==> src/prcd_pkg.sv <==
// Package for the pixel row code decoder.
// Holds the shared sizes, the sample class and register codes and the result type.
// Used by every module of the block; it depends on nothing.
`timescale 1ns / 1ps

package prcd_pkg;

  localparam int SAMPLES  = 32;
  localparam int IDX_W    = $clog2(SAMPLES);
  localparam int LEVEL_W  = 8;
  localparam int PREFIX_W = 28;
  localparam int VALUE_W  = PREFIX_W + 1;
  localparam int ADDR_W   = 3;
  localparam int DATA_W   = 32;

  localparam logic [LEVEL_W-1:0] HIGH_THR_RESET = LEVEL_W'(200);
  localparam logic [LEVEL_W-1:0] LOW_THR_RESET  = LEVEL_W'(55);

  typedef enum logic [1:0] {
    CLS_DARK   = 2'd0,
    CLS_BRIGHT = 2'd1,
    CLS_MID    = 2'd2
  } cls_e;

  typedef enum logic [0:0] {
    REG_HIGH_THR = 1'b0,
    REG_LOW_THR  = 1'b1
  } reg_e;

  typedef struct packed {
    logic signed [VALUE_W-1:0] value;
    logic                      found;
  } res_t;

endpackage

==> src/prcd_classify.sv <==
// Sample classifier of the pixel row code decoder.
// Sorts one grey level into bright, dark or mid against the two thresholds.
// Depends on prcd_pkg.
`timescale 1ns / 1ps

module prcd_classify (
  input  logic [prcd_pkg::LEVEL_W-1:0] level_i,
  input  logic [prcd_pkg::LEVEL_W-1:0] high_thr_i,
  input  logic [prcd_pkg::LEVEL_W-1:0] low_thr_i,
  output prcd_pkg::cls_e               cls_o
);

  always_comb begin
    if (level_i > high_thr_i) begin
      cls_o = prcd_pkg::CLS_BRIGHT;
    end else if (level_i < low_thr_i) begin
      cls_o = prcd_pkg::CLS_DARK;
    end else begin
      cls_o = prcd_pkg::CLS_MID;
    end
  end

endmodule

==> src/prcd_group.sv <==
// Group tracker of the pixel row code decoder.
// Keeps the running prefix, its three-deep history and the end marker test over a group.
// Depends on prcd_pkg.
`timescale 1ns / 1ps

module prcd_group (
  input  logic           clk_i,
  input  logic           rst_ni,
  input  logic           step_i,
  input  prcd_pkg::cls_e cls_i,
  output logic           last_o,
  output prcd_pkg::res_t res_o
);

  logic [prcd_pkg::IDX_W-1:0]    idx_q, idx_d;
  logic [3:0]                    recent_q, recent_d;
  logic [prcd_pkg::PREFIX_W-1:0] hist_q [3];
  logic [prcd_pkg::PREFIX_W-1:0] hist_d [3];
  logic                          open_q, open_d;
  prcd_pkg::cls_e                lead_q, lead_d;
  logic [prcd_pkg::VALUE_W-1:0]  held_value_q, held_value_d;
  logic                          held_found_q, held_found_d;

  prcd_pkg::cls_e                lead;
  logic                          marker;
  logic [prcd_pkg::VALUE_W-1:0]  mag_ext;
  logic [prcd_pkg::VALUE_W-1:0]  value;
  logic [prcd_pkg::PREFIX_W-1:0] prefix;

  assign last_o = (idx_q == prcd_pkg::IDX_W'(prcd_pkg::SAMPLES - 1));

  always_comb begin
    lead    = (idx_q == '0) ? cls_i : lead_q;
    marker  = (idx_q >= prcd_pkg::IDX_W'(2)) &&
              (idx_q <= prcd_pkg::IDX_W'(prcd_pkg::SAMPLES - 2)) &&
              (cls_i == prcd_pkg::CLS_DARK) &&
              (recent_q[1:0] == prcd_pkg::CLS_BRIGHT) &&
              (recent_q[3:2] == prcd_pkg::CLS_DARK);
    mag_ext = {1'b0, hist_q[2]};
    value   = (lead == prcd_pkg::CLS_DARK) ? (prcd_pkg::VALUE_W'(0) - mag_ext) : mag_ext;

    prefix = hist_q[0];
    open_d = open_q;
    if (open_q) begin
      if (cls_i == prcd_pkg::CLS_MID) begin
        open_d = 1'b0;
      end else begin
        prefix = {hist_q[0][prcd_pkg::PREFIX_W-2:0], cls_i[0]};
      end
    end

    held_value_d = marker ? value : held_value_q;
    held_found_d = marker | held_found_q;
    res_o.value  = $signed(held_value_d);
    res_o.found  = held_found_d;

    lead_d    = lead;
    hist_d[0] = prefix;
    hist_d[1] = hist_q[0];
    hist_d[2] = hist_q[1];
    recent_d  = {recent_q[1:0], cls_i};
    idx_d     = idx_q + prcd_pkg::IDX_W'(1);

    if (last_o) begin
      idx_d        = '0;
      recent_d     = '0;
      hist_d[0]    = '0;
      hist_d[1]    = '0;
      hist_d[2]    = '0;
      open_d       = 1'b1;
      lead_d       = prcd_pkg::CLS_MID;
      held_value_d = '0;
      held_found_d = 1'b0;
    end
  end

  always_ff @(posedge clk_i or negedge rst_ni) begin
    if (!rst_ni) begin
      idx_q        <= '0;
      recent_q     <= '0;
      hist_q[0]    <= '0;
      hist_q[1]    <= '0;
      hist_q[2]    <= '0;
      open_q       <= 1'b1;
      lead_q       <= prcd_pkg::CLS_MID;
      held_value_q <= '0;
      held_found_q <= 1'b0;
    end else if (step_i) begin
      idx_q        <= idx_d;
      recent_q     <= recent_d;
      hist_q[0]    <= hist_d[0];
      hist_q[1]    <= hist_d[1];
      hist_q[2]    <= hist_d[2];
      open_q       <= open_d;
      lead_q       <= lead_d;
      held_value_q <= held_value_d;
      held_found_q <= held_found_d;
    end
  end

endmodule

==> src/pixel_row_code_decoder.sv <==
// A group's result word is valid once its last sample passes the input and output registers.
// Throughput: one sample word per cycle if not stalled; one result word per group of SAMPLES.
// A sample stalls only while a finished result waits and the next group result is due.
// Reset clears the group state and the output valid; thresholds return to 200 and 55.
// Top level of the pixel row code decoder: input register, config registers, output register.
// Depends on prcd_pkg, prcd_classify and prcd_group.
`timescale 1ns / 1ps

module pixel_row_code_decoder (
  input  logic                                clk_i,
  input  logic                                rst_ni,
  input  logic                                psel,
  input  logic                                penable,
  input  logic                                pwrite,
  input  logic [prcd_pkg::ADDR_W-1:0]         paddr,
  input  logic [prcd_pkg::DATA_W-1:0]         pwdata,
  output logic [prcd_pkg::DATA_W-1:0]         prdata,
  output logic                                pready,
  input  logic                                in_valid_i,
  output logic                                in_stall_o,
  input  logic [prcd_pkg::LEVEL_W-1:0]        pixel_level_i,
  output logic                                out_valid_o,
  input  logic                                out_stall_i,
  output logic signed [prcd_pkg::VALUE_W-1:0] code_value_o,
  output logic                                marker_found_o
);

  logic [prcd_pkg::LEVEL_W-1:0] high_thr_q, low_thr_q;
  logic [prcd_pkg::LEVEL_W-1:0] pixel_q;
  logic                         s1_valid_q;
  logic                         out_valid_q;
  prcd_pkg::res_t               out_q;

  prcd_pkg::reg_e               reg_sel;
  logic                         cfg_wr;
  prcd_pkg::cls_e               cls;
  logic                         last;
  prcd_pkg::res_t               res;
  logic                         hold;
  logic                         step;
  logic                         in_accept;

  assign pready  = 1'b1;
  assign reg_sel = prcd_pkg::reg_e'(paddr[2]);
  assign cfg_wr  = psel && penable && pwrite && pready;

  always_comb begin
    case (reg_sel)
      prcd_pkg::REG_HIGH_THR: prdata = prcd_pkg::DATA_W'(high_thr_q);
      prcd_pkg::REG_LOW_THR:  prdata = prcd_pkg::DATA_W'(low_thr_q);
      default:                prdata = '0;
    endcase
  end

  always_ff @(posedge clk_i or negedge rst_ni) begin
    if (!rst_ni) begin
      high_thr_q <= prcd_pkg::HIGH_THR_RESET;
      low_thr_q  <= prcd_pkg::LOW_THR_RESET;
    end else if (cfg_wr) begin
      case (reg_sel)
        prcd_pkg::REG_HIGH_THR: high_thr_q <= pwdata[prcd_pkg::LEVEL_W-1:0];
        prcd_pkg::REG_LOW_THR:  low_thr_q  <= pwdata[prcd_pkg::LEVEL_W-1:0];
        default:                ;
      endcase
    end
  end

  assign hold       = s1_valid_q && last && out_valid_q && out_stall_i;
  assign step       = s1_valid_q && !hold;
  assign in_stall_o = hold;
  assign in_accept  = in_valid_i && !in_stall_o;

  always_ff @(posedge clk_i or negedge rst_ni) begin
    if (!rst_ni) begin
      s1_valid_q <= 1'b0;
    end else if (in_accept) begin
      s1_valid_q <= 1'b1;
    end else if (step) begin
      s1_valid_q <= 1'b0;
    end
  end

  always_ff @(posedge clk_i) begin
    if (in_accept) begin
      pixel_q <= pixel_level_i;
    end
  end

  prcd_classify u_classify (
    .level_i    (pixel_q),
    .high_thr_i (high_thr_q),
    .low_thr_i  (low_thr_q),
    .cls_o      (cls)
  );

  prcd_group u_group (
    .clk_i  (clk_i),
    .rst_ni (rst_ni),
    .step_i (step),
    .cls_i  (cls),
    .last_o (last),
    .res_o  (res)
  );

  always_ff @(posedge clk_i or negedge rst_ni) begin
    if (!rst_ni) begin
      out_valid_q <= 1'b0;
    end else if (step && last) begin
      out_valid_q <= 1'b1;
    end else if (!out_stall_i) begin
      out_valid_q <= 1'b0;
    end
  end

  always_ff @(posedge clk_i) begin
    if (step && last) begin
      out_q <= res;
    end
  end

  assign out_valid_o    = out_valid_q;
  assign code_value_o   = out_q.value;
  assign marker_found_o = out_q.found;

endmodule

==> config.mk <==
export PLATFORM = sky130hd
export DESIGN_NAME = pixel_row_code_decoder
export DESIGN_NICKNAME = d
export VERILOG_FILES = /design/src/prcd_pkg.sv /design/src/prcd_classify.sv /design/src/prcd_group.sv /design/src/pixel_row_code_decoder.sv
export SDC_FILE = /design/constraint.sdc
export NUM_CORES = 1
export LEC_CHECK = 0
export BUFFER_PORTS_ARGS = -buffer_cell sky130_fd_sc_hd__buf_4
export CAP_MARGIN = 15
export CORE_ASPECT_RATIO = 0.9
export CORE_MARGIN = 8
export CORE_UTILIZATION = 50
export DETAILED_ROUTE_END_ITERATION = 10
export PLACE_DENSITY = 0.69
export SLEW_MARGIN = 15
export SYNTH_ARGS = -nofsm -noshare
export SYNTH_HDL_FRONTEND = slang
export SYNTH_SLANG_ARGS = --single-unit
export TNS_END_PERCENT = 20
==> constraint.sdc <==
create_clock -name clk_i -period 6.1 [get_ports clk_i]
set_input_delay 1.22 -clock clk_i [delete_from_list [all_inputs] [get_ports clk_i]]
set_output_delay 1.22 -clock clk_i [all_outputs]
set_load 0.02 [all_outputs]
---- Word level (Yosys, flattened, before mapping) ----
Cells that the tools add are included.
cells by class
  add/subtract/negate cells ............... 2
  $lt $le $gt $ge ......................... 4
  equal/unequal tests ..................... 5
  mux-type cells .......................... 21
  bitwise operators ....................... 2
  reduce and logical (&&, ||, !) cells .... 22
operator list
  kind                   number
  $mux 29                3
  $mux 84                1
  $pmux 32 s2            1
  $mux 28                2
  $sub 1x28->29 const A  1
  $logic_and 1x1->1      12
  $gt 8x8->1             1
  $lt 8x8->1             1
  $mux 1                 8
  $mux 2                 4
  $logic_not 2->1        3
  $add 5x1->5 const B    1
  $eq 5x5->1 const B     1
  $ge 5x2->1 const B     1
  $le 5x5->1 const B     1
  $logic_not 5->1        1
  $mux 5                 1
  $mux 4                 1
  $reduce_and 2->1       2
  $reduce_bool 2->1      2
  $reduce_and 3->1       1
  $eq 2x1->1 const B     1
  $eq 2x2->1 const B     1
  $ne 2x1->1 const B     1
  other kinds (4)        4
storage, ports and cells
  register bits ........................... 182
  input bits .............................. 50
  output and inout port bits .............. 65
  logic and storage cells ................. 72

---- Depth between registers and ports, before layout ----
Gate-level depths: netlist (run 1).
  word-level depth ........................ 9
  gate-level depth with buffers ........... 11
  gate-level depth less buffers ........... 9

---- By module ----
A second synthesis (run 1) with hierarchy kept.
unflattened totals
  cell total of the unflattened synthesis .. 778
  area total of the unflattened synthesis .. 8583.2 um2
modules (own cells, without submodules)
  module                  times used  cells each  area an instance (um2)  sequential area each (um2)
  prcd_group              1           603         6033.3                  3155.5
  pixel_row_code_decoder  1           120         2172.1                  1601.5
  prcd_classify           1           55          377.9                   0.0

---- Least setup slack after synthesis (run 1) ----
No wires, ideal clock.
  path type ............................... reg2reg
  start ................................... register u_group.idx_q[1] in the netlist's numbering
  end ..................................... register out_q (netlist bit code_value_o[0]) (enable)
  setup time .............................. 433 ps
  arrival ................................. 3066 ps
  required time ........................... 5667 ps
  setup slack ............................. 2601 ps
  stages on the path, launching flop included .. 8
  buffers on the path ..................... 2
  clock period less this slack ............ 3499 ps
  path through ............................ dfrtp_1 ha_1 and3_1 ha_1 clkbuf_1 clkbuf_1 nand2_1 a21oi_1
on the way
  cells in the longest elaborated chain, start to end .. 7
ends and longest elaborated chain
  item                             RTL line                       text
  from (decl)                      prcd_group.sv:15               logic [prcd_pkg::IDX_W-1:0] idx_q, idx_d;
  from (signal assigned)           prcd_group.sv:89               idx_q <= idx_d;
  $eq 5x5->1 (*)                   prcd_group.sv:30               assign last_o = (idx_q == prcd_pkg::IDX_W'(prcd_pkg::SAMPLES - 1));
  $logic_and 1x1->1 (3 in series)  pixel_row_code_decoder.sv:68   assign hold = s1_valid_q && last && out_valid_q && out_stall_i;
  $logic_not 1->1                  pixel_row_code_decoder.sv:69   assign step = s1_valid_q && !hold;
  $logic_and 1x1->1                pixel_row_code_decoder.sv:69
  $logic_and 1x1->1 (*)            pixel_row_code_decoder.sv:116  if (step && last) begin
  to (signal assigned)             pixel_row_code_decoder.sv:117  out_q <= res;
  to (decl)                        pixel_row_code_decoder.sv:32   prcd_pkg::res_t out_q;
Mark *: on every way between the ends. The rest lies on a longest branch, timed or not.
A chain may end at the register's enable or synchronous reset.

==> reports/qor.log, run 1 <==
INFO  clock_network  clock_tree.buffer_depth=2
INFO  timing         final.setup.tns=0ns
INFO  timing         final.setup_skew=0.0124ns
INFO  hold_path      hold_start=u_group.lead_q[1]$_DFFE_PN1P_
INFO  placed_design  dpl.hpwl=13900microns
INFO  timing         report.final.setup_viol=0
INFO  detailed_routing drt_iter0_markers=640
INFO  detailed_routing drt-total-wl=22400microns
INFO  synth          post-synth-top-area-fraction=34.5%
INFO  setup_path     timing.critical_path.slowest_stage_cell=sky130_fd_sc_hd__and3_2
INFO  grt            number_of_global_route_vias_before_repair=6945
INFO  clock_network  tritoncts=yes
INFO  hold_path      worstHoldPathType=reg2reg
INFO  floorplan      horiz_die_dim=163microns
INFO  setup_path     crit_start_category=register
INFO  synth          synth.area.top_cells=sky130_fd_sc_hd__dfrtp_1, sky130_fd_sc_hd__edfxtp_1, sky130_fd_sc_hd__nand2_1
INFO  layout         final_design_area_no_fill=10800squm
INFO  job            max_cap_viol_count=0
INFO  timing         tightestPinTransition=0.900ns
INFO  power_and_ir_drop power.total=4.43mW
INFO  setup_path     crit_fanout=52
INFO  power_and_ir_drop peakVddDrop=215uV
INFO  layout         area.sequential=4760squm
INFO  layout         num-nets-final=1082
INFO  clock_network  cts.hold.buffers_added=0
INFO  synth          ys_seq_elements=182
INFO  grt            first_pass_grt_wire_length=37000microns
INFO  setup_path     end_kind=register
INFO  layout         final_cells=1275
INFO  synth          syn_inst=1001
INFO  layout         antenna-diode-count=0
INFO  clock_network  clock-root-buffer=sky130_fd_sc_hd__clkbuf_16
INFO  clock_network  clock_latency=0.43ns
INFO  timing         hold-worst-slack=0.464ns
INFO  placed_design  post-place-cells=1242
INFO  setup_path     r2r_slack=2.26ns
INFO  grt            grt_overflow_total=0
INFO  layout         area_delta_synth_final=10.7%
INFO  setup_path     cp_cell_sequence=inv_1 > ha_1 > a211o_1 > o211ai_1 > o311a_1 > and3_2 > buf_4 > mux2_2 > a31oi_1 > nand2_1
INFO  floorplan      ios=115
INFO  setup_path     timing.rr.start=low_thr_q[5]$_DFFE_PN1P_
INFO  timing         timing.slew.headroom=40.0%
INFO  synth          post_synth.cell_area_avg=9.72squm
INFO  timing         max_clock_freq=261MHz
INFO  synth          ys_types=64
INFO  power_and_ir_drop power_density=411nW/um^2
INFO  grt            antenna_violations_before_repair=0
INFO  placed_design  gp_congestion=0.766
INFO  synth          synth_async_sr_flop_share=79.1%
INFO  floorplan      floorplan.initialDensity=50.8%
INFO  synth          count_of_flip_flops_with_a_built_in_enable_after_synthesis=38
INFO  setup_path     wp_data_arrival=4.02ns
INFO  detailed_routing drt-vias-per-instance=5.84
INFO  grt            largest_net_degree_at_the_start_of_global_routing=94
INFO  clock_network  cts_repair_resize_count=0
INFO  timing         final_min_period_over_clock_period=62.9%
INFO  clock_network  clk_pin_slew_worst_paths=0.07ns
INFO  setup_path     timing.setup.critical_path_class=reg2reg
INFO  power_and_ir_drop total_leakage_power=4.90nW
INFO  clock_network  cts_buffers=17
INFO  floorplan      core=19200squm
INFO  timing         layout_min_cycle_time=3.84ns
INFO  timing         rsz0062_at_grt=false
INFO  timing         slew_viol_final=0
INFO  setup_path     setup.worst_path.start=low_thr_q[5]$_DFFE_PN1P_
INFO  setup_path     cp.required=6.29ns
INFO  synth          synth-main-ff-cell=sky130_fd_sc_hd__dfrtp_1
INFO  floorplan      num_rows=48
INFO  timing         hold_viol=0
INFO  clock_network  ctsHtreeMaxLevel=4
INFO  layout         layout_fillers=1699
INFO  layout         multi_input_comb_area=4330squm
INFO  synth          synth.cell_area=9730squm
INFO  clock_network  clock_sink_count=182
INFO  setup_path     slowest_delay=0.80ns
INFO  detailed_routing drtAntennaViolNets=0
INFO  detailed_routing drt_drc_violations_left=0
INFO  floorplan      die_area=24200squm
INFO  grt            grt_use_total=18.7%
INFO  synth          ys_seq_area_share=48.9%
INFO  detailed_routing drt-pass1-iter-count=5
INFO  detailed_routing wl_per_cell=17.6microns
INFO  timing         setup_slack=2.26ns
INFO  floorplan      die_h=148microns
INFO  synth          synth_area_leader_cell=sky130_fd_sc_hd__dfrtp_1
INFO  placed_design  placement.setup.worst_slack=2.31ns
INFO  placed_design  post_dp_cell_area=10100squm
INFO  detailed_routing routed-via-count=7441
INFO  placed_design  port-buffer-count=63
INFO  run_status     run_status=finished clean
INFO  clock_network  postCtsSetupBuffers=0
INFO  synth          ys_warn_count=0
INFO  layout         layout.core_utilization=56.2%
INFO  layout         final_layout_size_suffix_gt1_share=15.9%
logic make-up after synthesis:
| kind of cell | Yosys count | synth area share [%] |
|---|---|---|
| multiplexers | 44 | 4.78 |
| AO/OA/AOI/OAI | 156 | 11.9 |
| AND/OR/NAND/NOR | 446 | 23.6 |
| flip-flops | 182 | 48.9 |
| buffers and inverters | 149 | 7.99 |
| adder cells (fa/ha/maj) | 20 | 2.57 |
| other | 2 | 0.0772 |
| XOR/XNOR | 2 | 0.180 |
Yosys cell counts (22+ instances only):
master,n
sky130_fd_sc_hd__nand3b_1,31
sky130_fd_sc_hd__clkbuf_1,46
sky130_fd_sc_hd__dfrtp_1,134
sky130_fd_sc_hd__nor3_1,30
sky130_fd_sc_hd__o21ai_0,43
sky130_fd_sc_hd__nor2_1,33
sky130_fd_sc_hd__nand2_1,171
sky130_fd_sc_hd__edfxtp_1,38
sky130_fd_sc_hd__a32oi_1,22
sky130_fd_sc_hd__and3_1,41
sky130_fd_sc_hd__mux2i_1,24
sky130_fd_sc_hd__nor4_1,26
sky130_fd_sc_hd__buf_4,25
sky130_fd_sc_hd__nand3_1,53
sky130_fd_sc_hd__inv_1,42
cells in the final DEF, fill, tap and decap left out, types with 8 or more instances in the layout:
| cell | n |
|---|---|
| sky130_fd_sc_hd__ha_1 | 20 |
| sky130_fd_sc_hd__buf_4 | 74 |
| sky130_fd_sc_hd__mux2i_1 | 24 |
| sky130_fd_sc_hd__nand3b_1 | 31 |
| sky130_fd_sc_hd__nor3_1 | 30 |
| sky130_fd_sc_hd__o311ai_0 | 19 |
| sky130_fd_sc_hd__o21ai_0 | 42 |
| sky130_fd_sc_hd__nor4_1 | 26 |
| sky130_fd_sc_hd__nand2_1 | 170 |
| sky130_fd_sc_hd__a32oi_1 | 22 |
| sky130_fd_sc_hd__o211ai_1 | 8 |
| sky130_fd_sc_hd__nor2_1 | 32 |
| sky130_fd_sc_hd__dfrtp_1 | 134 |
| sky130_fd_sc_hd__clkbuf_16 | 17 |
| sky130_fd_sc_hd__edfxtp_1 | 38 |
| sky130_fd_sc_hd__conb_1 | 25 |
| sky130_fd_sc_hd__nand3_1 | 52 |
| sky130_fd_sc_hd__a21oi_1 | 8 |
| sky130_fd_sc_hd__a21o_1 | 8 |
| sky130_fd_sc_hd__dfstp_2 | 10 |
| sky130_fd_sc_hd__a221oi_1 | 18 |
| sky130_fd_sc_hd__and3_1 | 40 |
| sky130_fd_sc_hd__inv_1 | 42 |
| sky130_fd_sc_hd__mux2_2 | 20 |
| sky130_fd_sc_hd__nand2b_1 | 13 |
layout make-up:
| type | count | share of cell area (%) |
|---|---|---|
| Clock buffer | 18 | 4.08 |
| Clock inverter | 14 | 1.73 |
| Inverter | 42 | 1.46 |
| Multi-Input combinational cell | 693 | 40.2 |
| Sequential cell | 182 | 44.2 |
| Tap cell | 250 | 2.90 |
| Timing Repair Buffer | 76 | 5.52 |
worst max-delay path: cells and delay by family, from the launching register on:
kind                     cells  cell delay, ns
adder cells (fa/ha/maj)      1            0.29
AND/OR/NAND/NOR              2            0.86
multiplexers                 1            0.37
flip-flops                   1            0.55
AO/OA/AOI/OAI                4            1.05
buffers and inverters        2            0.43
power by group:
| part | total [mW] | switching (mW) | internal [mW] |
|---|---|---|---|
| clock | 1.17 | 0.498 | 0.669 |
| combinational | 1.28 | 0.756 | 0.522 |
| sequential | 1.99 | 0.327 | 1.66 |
layer usage:
metal	track usage [%]	up-vias	part of all wire, %
met5	0	-	0
met4	3.85	0	0.58
met3	3.95	9	5.2
met2	28.4	215	47
met1	27.0	3622	47
li1	-	3595	-
flip-flops by register name (all words and copies together) (netlist names):
register / cells
low_thr_q: 8
pixel_q: 8
u_group.hist_q: 84
u_group.recent_q: 4
u_group.lead_q: 2
high_thr_q: 8
marker_found_o: 1
code_value_o: 29
u_group.held_found_q: 1
u_group.idx_q: 5
u_group.held_value_q: 29
s1_valid_q: 1
out_valid_o: 1
u_group.open_q: 1
worst paths after layout:
path                                                   endpoint  depth (start not counted)
setup / recovery                     code_value_o[10]$_DFFE_PP_                         10
hold / removal                    u_group.lead_q[1]$_DFFE_PN1P_                          2
min in group asynchronous          u_group.idx_q[3]$_DFFE_PN0P_                          1
max in group asynchronous  u_group.held_value_q[18]$_DFFE_PN0P_                          2
hold reg to reg                   u_group.lead_q[1]$_DFFE_PN1P_                          2
setup reg to reg                     code_value_o[10]$_DFFE_PP_                         10
Note: power is estimated with default switching activity, not from simulation.
==> run 2: changes to the inputs <==
Clock period 6.1 ns to 3.8 ns, I/O delays scaled along.
==> run 2 against run 1 <==
Clock skew is 0.0033 ns lower. Fmax is 17% higher. Critical endpoint is now u_group.held_value_q[12]$_DFFE_PN0P_. Non-clock buffer count is 14 higher. Critical path type unchanged. Final area is 0.94% higher. Clock power is 62% higher. Power is 62% higher. Largest power group unchanged. Global-route usage is 0.19 points higher. Register-to-register slack worse by 1.7 ns. Setup slack worse by 1.7 ns.
==> reports/qor.log, run 2 (synthesis results as in run 1) <==
INFO  run_status     run_status=finished clean [unchanged]
INFO  power_and_ir_drop peakVddDrop=303uV [was 215 uV]
INFO  layout         antenna-diode-count=0 [unchanged]
INFO  setup_path     timing.critical_path.slowest_stage_cell=sky130_fd_sc_hd__a41oi_4 [was sky130_fd_sc_hd__and3_2]
INFO  timing         max_clock_freq=305MHz [was 261 MHz]
INFO  layout         area_delta_synth_final=11.8% [was 10.7%]
INFO  timing         report.final.setup_viol=0 [unchanged]
INFO  layout         final_layout_size_suffix_gt1_share=16.9% [was 15.9%]
INFO  power_and_ir_drop power_density=660nW/um^2 [was 411 nW/um^2]
INFO  timing         rsz0062_at_grt=false [unchanged]
INFO  clock_network  clock_sink_count=182 [unchanged]
INFO  setup_path     cp_cell_sequence=inv_1 > ha_1 > nand4_1 > nor2_1 > a211oi_1 > nor2_1 > a41oi_4 > buf_4 > mux2i_1 > nand2_1 [was inv_1 > ha_1 > a211o_1 > o211ai_1 > o311a_1 > and3_2 > buf_4 > mux2_2 > a31oi_1 > nand2_1]
INFO  layout         final_cells=1289 [was 1275]
INFO  timing         tightestPinTransition=1.09ns [was 0.900 ns]
INFO  setup_path     critical_path.most_common_cell=sky130_fd_sc_hd__nor2_1
INFO  setup_path     critical_path.n_buffers_inverters=2 [unchanged]
INFO  setup_path     cp.required=4.12ns [was 6.29 ns]
INFO  clock_network  clock_latency=0.43ns [about the same]
INFO  grt            number_of_global_route_vias_before_repair=7150 [was 6945]
INFO  setup_path     end_kind=register [unchanged]
INFO  setup_path     reg2regPathDepth=10 [unchanged]
INFO  floorplan      die_area=24200squm [unchanged]
INFO  clock_network  cts_repair_resize_count=0 [unchanged]
INFO  timing         final.setup_skew=0.00907ns [was 0.0124 ns]
INFO  grt            largest_net_degree_at_the_start_of_global_routing=58 [was 94]
INFO  timing         layout_min_cycle_time=3.27ns [was 3.84 ns]
INFO  grt            grt_use_total=18.9% [was 18.7%]
INFO  detailed_routing drt_iter0_markers=690 [was 640]
INFO  setup_path     wp_data_arrival=3.59ns [was 4.02 ns]
INFO  detailed_routing drtAntennaViolNets=0 [unchanged]
INFO  hold_path      worstHoldPathType=in2async [was reg2reg]
INFO  grt            first_pass_grt_wire_length=37200microns [was 37000 microns]
INFO  power_and_ir_drop total_leakage_power=4.98nW [was 4.90 nW]
INFO  timing         timing.slew.headroom=27.0% [was 40.0%]
INFO  floorplan      floorplan.initialDensity=50.8% [unchanged]
INFO  setup_path     worst_path_dominant_cell_family=compound AO/OA/AOI/OAI gates [unchanged]
INFO  detailed_routing drt_drc_violations_left=0 [unchanged]
INFO  detailed_routing routed-via-count=7520 [was 7441]
INFO  floorplan      horiz_die_dim=163microns [unchanged]
INFO  setup_path     cp.depth=10 [unchanged]
INFO  layout         mostFrequentLayoutCells=sky130_fd_sc_hd__nand2_1, sky130_fd_sc_hd__dfrtp_1, sky130_fd_sc_hd__buf_4, sky130_fd_sc_hd__nand3_1 [unchanged]
INFO  layout         top_register=u_group.hist_q [unchanged]
INFO  placed_design  post-place-cells=1257 [was 1242]
INFO  detailed_routing drt-total-wl=22600microns [was 22400 microns]
INFO  clock_network  clock_tree.buffer_depth=2 [unchanged]
INFO  placed_design  port-buffer-count=63 [unchanged]
INFO  floorplan      core=19200squm [unchanged]
INFO  setup_path     crit_fanout=32 [was 52]
INFO  grt            grt_overflow_total=0 [unchanged]
INFO  layout         num-nets-final=1096 [was 1082]
INFO  clock_network  ctsHtreeMaxLevel=4 [unchanged]
INFO  detailed_routing drt-pass1-iter-count=5 [unchanged]
INFO  timing         slew_viol_final=0 [unchanged]
INFO  clock_network  tritoncts=yes [unchanged]
INFO  timing         hold_viol=0 [unchanged]
INFO  layout         layout_commonest_cell=sky130_fd_sc_hd__nand2_1 [unchanged]
INFO  setup_path     crit_start_category=register [unchanged]
INFO  floorplan      num_rows=48 [unchanged]
INFO  placed_design  gp_congestion=0.813 [was 0.766]
INFO  floorplan      die_h=148microns [unchanged]
INFO  clock_network  clk_pin_slew_worst_paths=0.07ns [about the same]
INFO  timing         final_min_period_over_clock_period=86.1% [was 62.9%]
INFO  clock_network  cts_buffers=17 [unchanged]
INFO  detailed_routing drt-vias-per-instance=5.83 [was 5.84]
INFO  clock_network  clock-root-buffer=sky130_fd_sc_hd__clkbuf_16 [unchanged]
INFO  placed_design  dpl.hpwl=14900microns [was 13900 microns]
INFO  placed_design  placement.setup.worst_slack=0.595ns [was 2.31 ns]
INFO  clock_network  cts.hold.buffers_added=0 [unchanged]
INFO  power_and_ir_drop power.total=7.18mW [was 4.43 mW]
INFO  layout         layout.core_utilization=56.8% [was 56.2%]
INFO  job            max_cap_viol_count=0 [unchanged]
INFO  layout         flip_flop_count_of_the_largest_register_all_copies_and_words_added=84 [unchanged]
INFO  timing         final.setup.tns=0ns [unchanged]
INFO  setup_path     timing.setup.critical_path_class=reg2reg [unchanged]
INFO  clock_network  postCtsSetupBuffers=0 [unchanged]
INFO  grt            antenna_violations_before_repair=0 [unchanged]
INFO  detailed_routing wl_per_cell=17.6microns [about the same]
INFO  floorplan      ios=115 [unchanged]
INFO  timing         setup_slack=0.527ns [was 2.26 ns]
INFO  setup_path     slowest_delay=0.80ns [about the same]
run 2: worst reg2reg max path, stage by stage, from the launching register on:
cell and delay (ns):
sky130_fd_sc_hd__dfstp_2 0.53, sky130_fd_sc_hd__inv_1 0.06, sky130_fd_sc_hd__ha_1 0.31, sky130_fd_sc_hd__nand4_1 0.20, sky130_fd_sc_hd__nor2_1 0.12, sky130_fd_sc_hd__a211oi_1 0.25
sky130_fd_sc_hd__nor2_1 0.15, sky130_fd_sc_hd__a41oi_4 0.80, sky130_fd_sc_hd__buf_4 0.46, sky130_fd_sc_hd__mux2i_1 0.23, sky130_fd_sc_hd__nand2_1 0.07
run 2: through the flow:
| step | area (sq um) | hold slack [ns] |
|---|---|---|
| after floorplan | 9810 | 0.431 |
| after global placement | 10200 | 0.450 |
| after detailed placement | 10200 | 0.450 |
| after CTS | 10900 | 0.305 |
| after global routing | 10900 | 0.323 |
| final | 10900 | 0.288 |
run 2: final cells by class:
cell class	instances	area [sq um]
inverter	42	158
tap	250	313
clock inverter	8	108
multi-input combinational	693	4330
sequential	182	4760
timing repair buffer	90	679
fill	1709	8280
clock buffer	24	534
run 2: final timing paths:
path / start / end / slack (ns)
min in group clk_i: u_group.lead_q[1]$_DFFE_PN1P_ / u_group.lead_q[1]$_DFFE_PN1P_ / 0.47
hold / removal: rst_ni / out_valid_o$_DFFE_PN0P_ / 0.29
max in group asynchronous: rst_ni / u_group.idx_q[4]$_DFFE_PN0P_ / 2.74
setup reg to reg: high_thr_q[6]$_DFFE_PN1P_ / u_group.held_value_q[12]$_DFFE_PN0P_ / 0.53
setup / recovery: high_thr_q[6]$_DFFE_PN1P_ / u_group.held_value_q[12]$_DFFE_PN0P_ / 0.53
hold reg to reg: u_group.lead_q[1]$_DFFE_PN1P_ / u_group.lead_q[1]$_DFFE_PN1P_ / 0.47
run 2: layer usage:
metal,part of all wire [%],track usage [%],vias up,routed length [microns]
met3,5.7,4.23,23,1290
met1,47,27.1,3678,10700
met4,1.6,5.91,0,354
li1,-,-,3621,-
met5,0,0,-,0
met2,45,27.9,198,10300
run 2: where the power goes:
group / switching, mW / internal [mW]
Clock: 0.772 / 1.13
Sequential: 0.528 / 2.66
Combinational: 1.23 / 0.865
==> run 3: changes to the inputs <==
Settings changed: CELL_PAD_IN_SITES_DETAIL_PLACEMENT from default to 2, CELL_PAD_IN_SITES_GLOBAL_PLACEMENT from default to 2, CORE_UTILIZATION 50 to 37, PLACE_DENSITY 0.69 to 0.79.
==> run 3 against run 2 <==
Wire length up 32%. Die area up 31%. Sequential share of layout area fell by 0.59 points. Clock skew is 0.0082 ns higher. Register-to-register slack lost 0.02 ns. Critical path type unchanged. Critical endpoint is now code_value_o[20]$_DFFE_PP_. Highest routed layer unchanged.
==> reports/qor.log, run 3 (synthesis results as in run 1) <==
INFO  layout         final_cells=1394 [was 1289]
INFO  grt            gr-usage-met2=32.8% [was 27.9%]
INFO  detailed_routing drt-vias-per-instance=5.62 [was 5.83]
INFO  clock_network  tritoncts=yes [unchanged]
INFO  layout         top_register=u_group.hist_q [unchanged]
INFO  hold_path      worstHoldPathType=in2async [unchanged]
INFO  floorplan      core=25900squm [was 19200 sq um]
INFO  setup_path     crit_start_category=register [unchanged]
INFO  setup_path     end_kind=register [unchanged]
INFO  grt            largest_net_degree_at_the_start_of_global_routing=79 [was 58]
INFO  layout         num-nets-final=1103 [was 1096]
INFO  layout         antenna-diode-count=0 [unchanged]
INFO  floorplan      ios=115 [unchanged]
INFO  run_status     run_status=finished clean [unchanged]
INFO  layout         area_delta_synth_final=13.3% [was 11.8%]
INFO  timing         final.setup_skew=0.0173ns [was 0.00907 ns]
INFO  timing         final.setup.tns=0ns [unchanged]
INFO  placed_design  placement.setup.worst_slack=0.559ns [was 0.595 ns]
INFO  clock_network  cts.hold.buffers_added=0 [unchanged]
INFO  timing         report.final.setup_viol=0 [unchanged]
INFO  grt            antenna_violations_before_repair=0 [unchanged]
INFO  detailed_routing drt_iter0_markers=439 [was 690]
INFO  grt            grt_use_total=19.0% [was 18.9%]
INFO  placed_design  port-buffer-count=63 [unchanged]
INFO  layout         flip_flop_count_of_the_largest_register_all_copies_and_words_added=84 [unchanged]
INFO  clock_network  ctsHtreeMaxLevel=4 [unchanged]
INFO  layout         final_design_area_no_fill=11000squm [was 10900 sq um]
INFO  timing         timing.slew.headroom=30.5% [was 27.0%]
INFO  floorplan      die_h=170microns [was 148 microns]
INFO  clock_network  clk_pin_slew_worst_paths=0.08ns [was 0.07 ns]
INFO  timing         final_min_period_over_clock_period=86.8% [was 86.1%]
INFO  timing         tightestPinTransition=1.04ns [was 1.09 ns]
INFO  timing         hold-worst-slack=0.358ns [was 0.288 ns]
INFO  setup_path     wp_data_arrival=3.60ns [was 3.59 ns]
INFO  floorplan      num_rows=56 [was 48]
INFO  timing         rsz0062_at_grt=false [unchanged]
INFO  clock_network  cts_repair_resize_count=0 [unchanged]
INFO  timing         setup_slack=0.502ns [was 0.527 ns]
INFO  timing         max_clock_freq=303MHz [was 305 MHz]
INFO  clock_network  clock_latency=0.45ns [was 0.43 ns]
INFO  power_and_ir_drop total_leakage_power=4.99nW [was 4.98 nW]
INFO  setup_path     crit_fanout=27 [was 32]
INFO  floorplan      die_area=31700squm [was 24200 sq um]
INFO  placed_design  post_dp_cell_area=10400squm [was 10200 sq um]
INFO  layout         layout_commonest_cell=sky130_fd_sc_hd__nand2_1 [unchanged]
INFO  timing         slew_viol_final=0 [unchanged]
INFO  detailed_routing drtAntennaViolNets=0 [unchanged]
INFO  detailed_routing drt-total-wl=29900microns [was 22600 microns]
INFO  grt            gr-usage-met1=24.1% [was 27.1%]
INFO  layout         layout.core_utilization=42.5% [was 56.8%]
INFO  setup_path     timing.setup.critical_path_class=reg2reg [unchanged]
INFO  grt            grt-busiest-layer=met2 [unchanged]
INFO  setup_path     cp.required=4.10ns [was 4.12 ns]
INFO  clock_network  cts_buffers=17 [unchanged]
INFO  power_and_ir_drop power.total=7.35mW [was 7.18 mW]
INFO  floorplan      floorplan.initialDensity=37.5% [was 50.8%]
INFO  power_and_ir_drop power_density=667nW/um^2 [was 660 nW/um^2]
INFO  power_and_ir_drop peakVddDrop=351uV [was 303 uV]
INFO  setup_path     r2r_slack=0.50ns [was 0.53 ns]
INFO  grt            number_of_global_route_vias_before_repair=8787 [was 7150]
INFO  layout         layout_fillers=2830 [was 1709]
INFO  placed_design  dpl.hpwl=19800microns [was 14900 microns]
INFO  clock_network  clock_tree.buffer_depth=2 [unchanged]
INFO  grt            grt_overflow_total=0 [unchanged]
INFO  detailed_routing drt-pass1-iter-count=5 [unchanged]
INFO  detailed_routing routed-via-count=7834 [was 7520]
INFO  clock_network  postCtsSetupBuffers=0 [unchanged]
INFO  detailed_routing wl_per_cell=21.4microns [was 17.6 microns]
INFO  timing         hold_viol=0 [unchanged]
INFO  job            max_cap_viol_count=0 [unchanged]
INFO  grt            first_pass_grt_wire_length=48800microns [was 37200 microns]
INFO  floorplan      horiz_die_dim=187microns [was 163 microns]
INFO  placed_design  gp_congestion=0.752 [was 0.813]
INFO  clock_network  clock-root-buffer=sky130_fd_sc_hd__clkbuf_16 [unchanged]
INFO  grt            gr-usage-met3=3.68% [was 4.23%]
INFO  layout         mostFrequentLayoutCells=sky130_fd_sc_hd__nand2_1, sky130_fd_sc_hd__dfrtp_1, sky130_fd_sc_hd__buf_4, sky130_fd_sc_hd__nand3_1 [unchanged]
INFO  detailed_routing drt_drc_violations_left=0 [unchanged]
INFO  clock_network  clock_sink_count=182 [unchanged]
INFO  layout         final_layout_size_suffix_gt1_share=17.7% [was 16.9%]
INFO  placed_design  post-place-cells=1362 [was 1257]
INFO  timing         layout_min_cycle_time=3.30ns [was 3.27 ns]
[run 3: cell type report]
type | instances | area, sq um | area share (%)
inverters | 42 | 158 | 1.43
clock buffers | 17 | 425 | 3.86
well taps | 348 | 435 | 3.95
multi-input cells | 693 | 4340 | 39.3
flip-flops and latches | 182 | 4760 | 43.2
repair buffers | 97 | 732 | 6.64
clock inverters | 15 | 180 | 1.63
[run 3: final timing paths]
check / start / to / cells past startpoint
min reg2reg: u_group.recent_q[2]$_DFFE_PN0P_ / u_group.recent_q[2]$_DFFE_PN0P_ / 2
min: rst_ni / s1_valid_q$_DFFE_PN0P_ / 1
max in group asynchronous: rst_ni / u_group.hist_q[77]$_DFFE_PN0P_ / 2
min in group clk_i: u_group.recent_q[2]$_DFFE_PN0P_ / u_group.recent_q[2]$_DFFE_PN0P_ / 2
max reg2reg: low_thr_q[5]$_DFFE_PN1P_ / code_value_o[20]$_DFFE_PP_ / 11
max: low_thr_q[5]$_DFFE_PN1P_ / code_value_o[20]$_DFFE_PP_ / 11
[run 3: routing by layer]
metal | wire (microns) | part of all wire [%] | vias to the layer above
li1 | - | - | 3625
met1 | 13400 | 45 | 4079
met2 | 15000 | 50 | 110
met3 | 1130 | 3.8 | 20
met4 | 290 | 0.97 | 0
met5 | 0 | 0 | -
[run 3: critical path, stage by stage (launching register included)]
cell and delay (ns):
sky130_fd_sc_hd__dfstp_2 0.55, sky130_fd_sc_hd__inv_1 0.04, sky130_fd_sc_hd__ha_1 0.31, sky130_fd_sc_hd__a211o_1 0.30, sky130_fd_sc_hd__o211ai_1 0.28, sky130_fd_sc_hd__o311a_1 0.33
sky130_fd_sc_hd__and3_2 0.29, sky130_fd_sc_hd__buf_4 0.31, sky130_fd_sc_hd__buf_4 0.32, sky130_fd_sc_hd__and3_1 0.21, sky130_fd_sc_hd__a221oi_1 0.06, sky130_fd_sc_hd__nand2_1 0.13
[run 3: power by group]
group | internal (mW) | total, mW | switching [mW]
combinational | 0.894 | 2.27 | 1.38
sequential | 2.66 | 3.25 | 0.587
clock | 0.946 | 1.84 | 0.890
total | 4.50 | 7.35 | 2.85
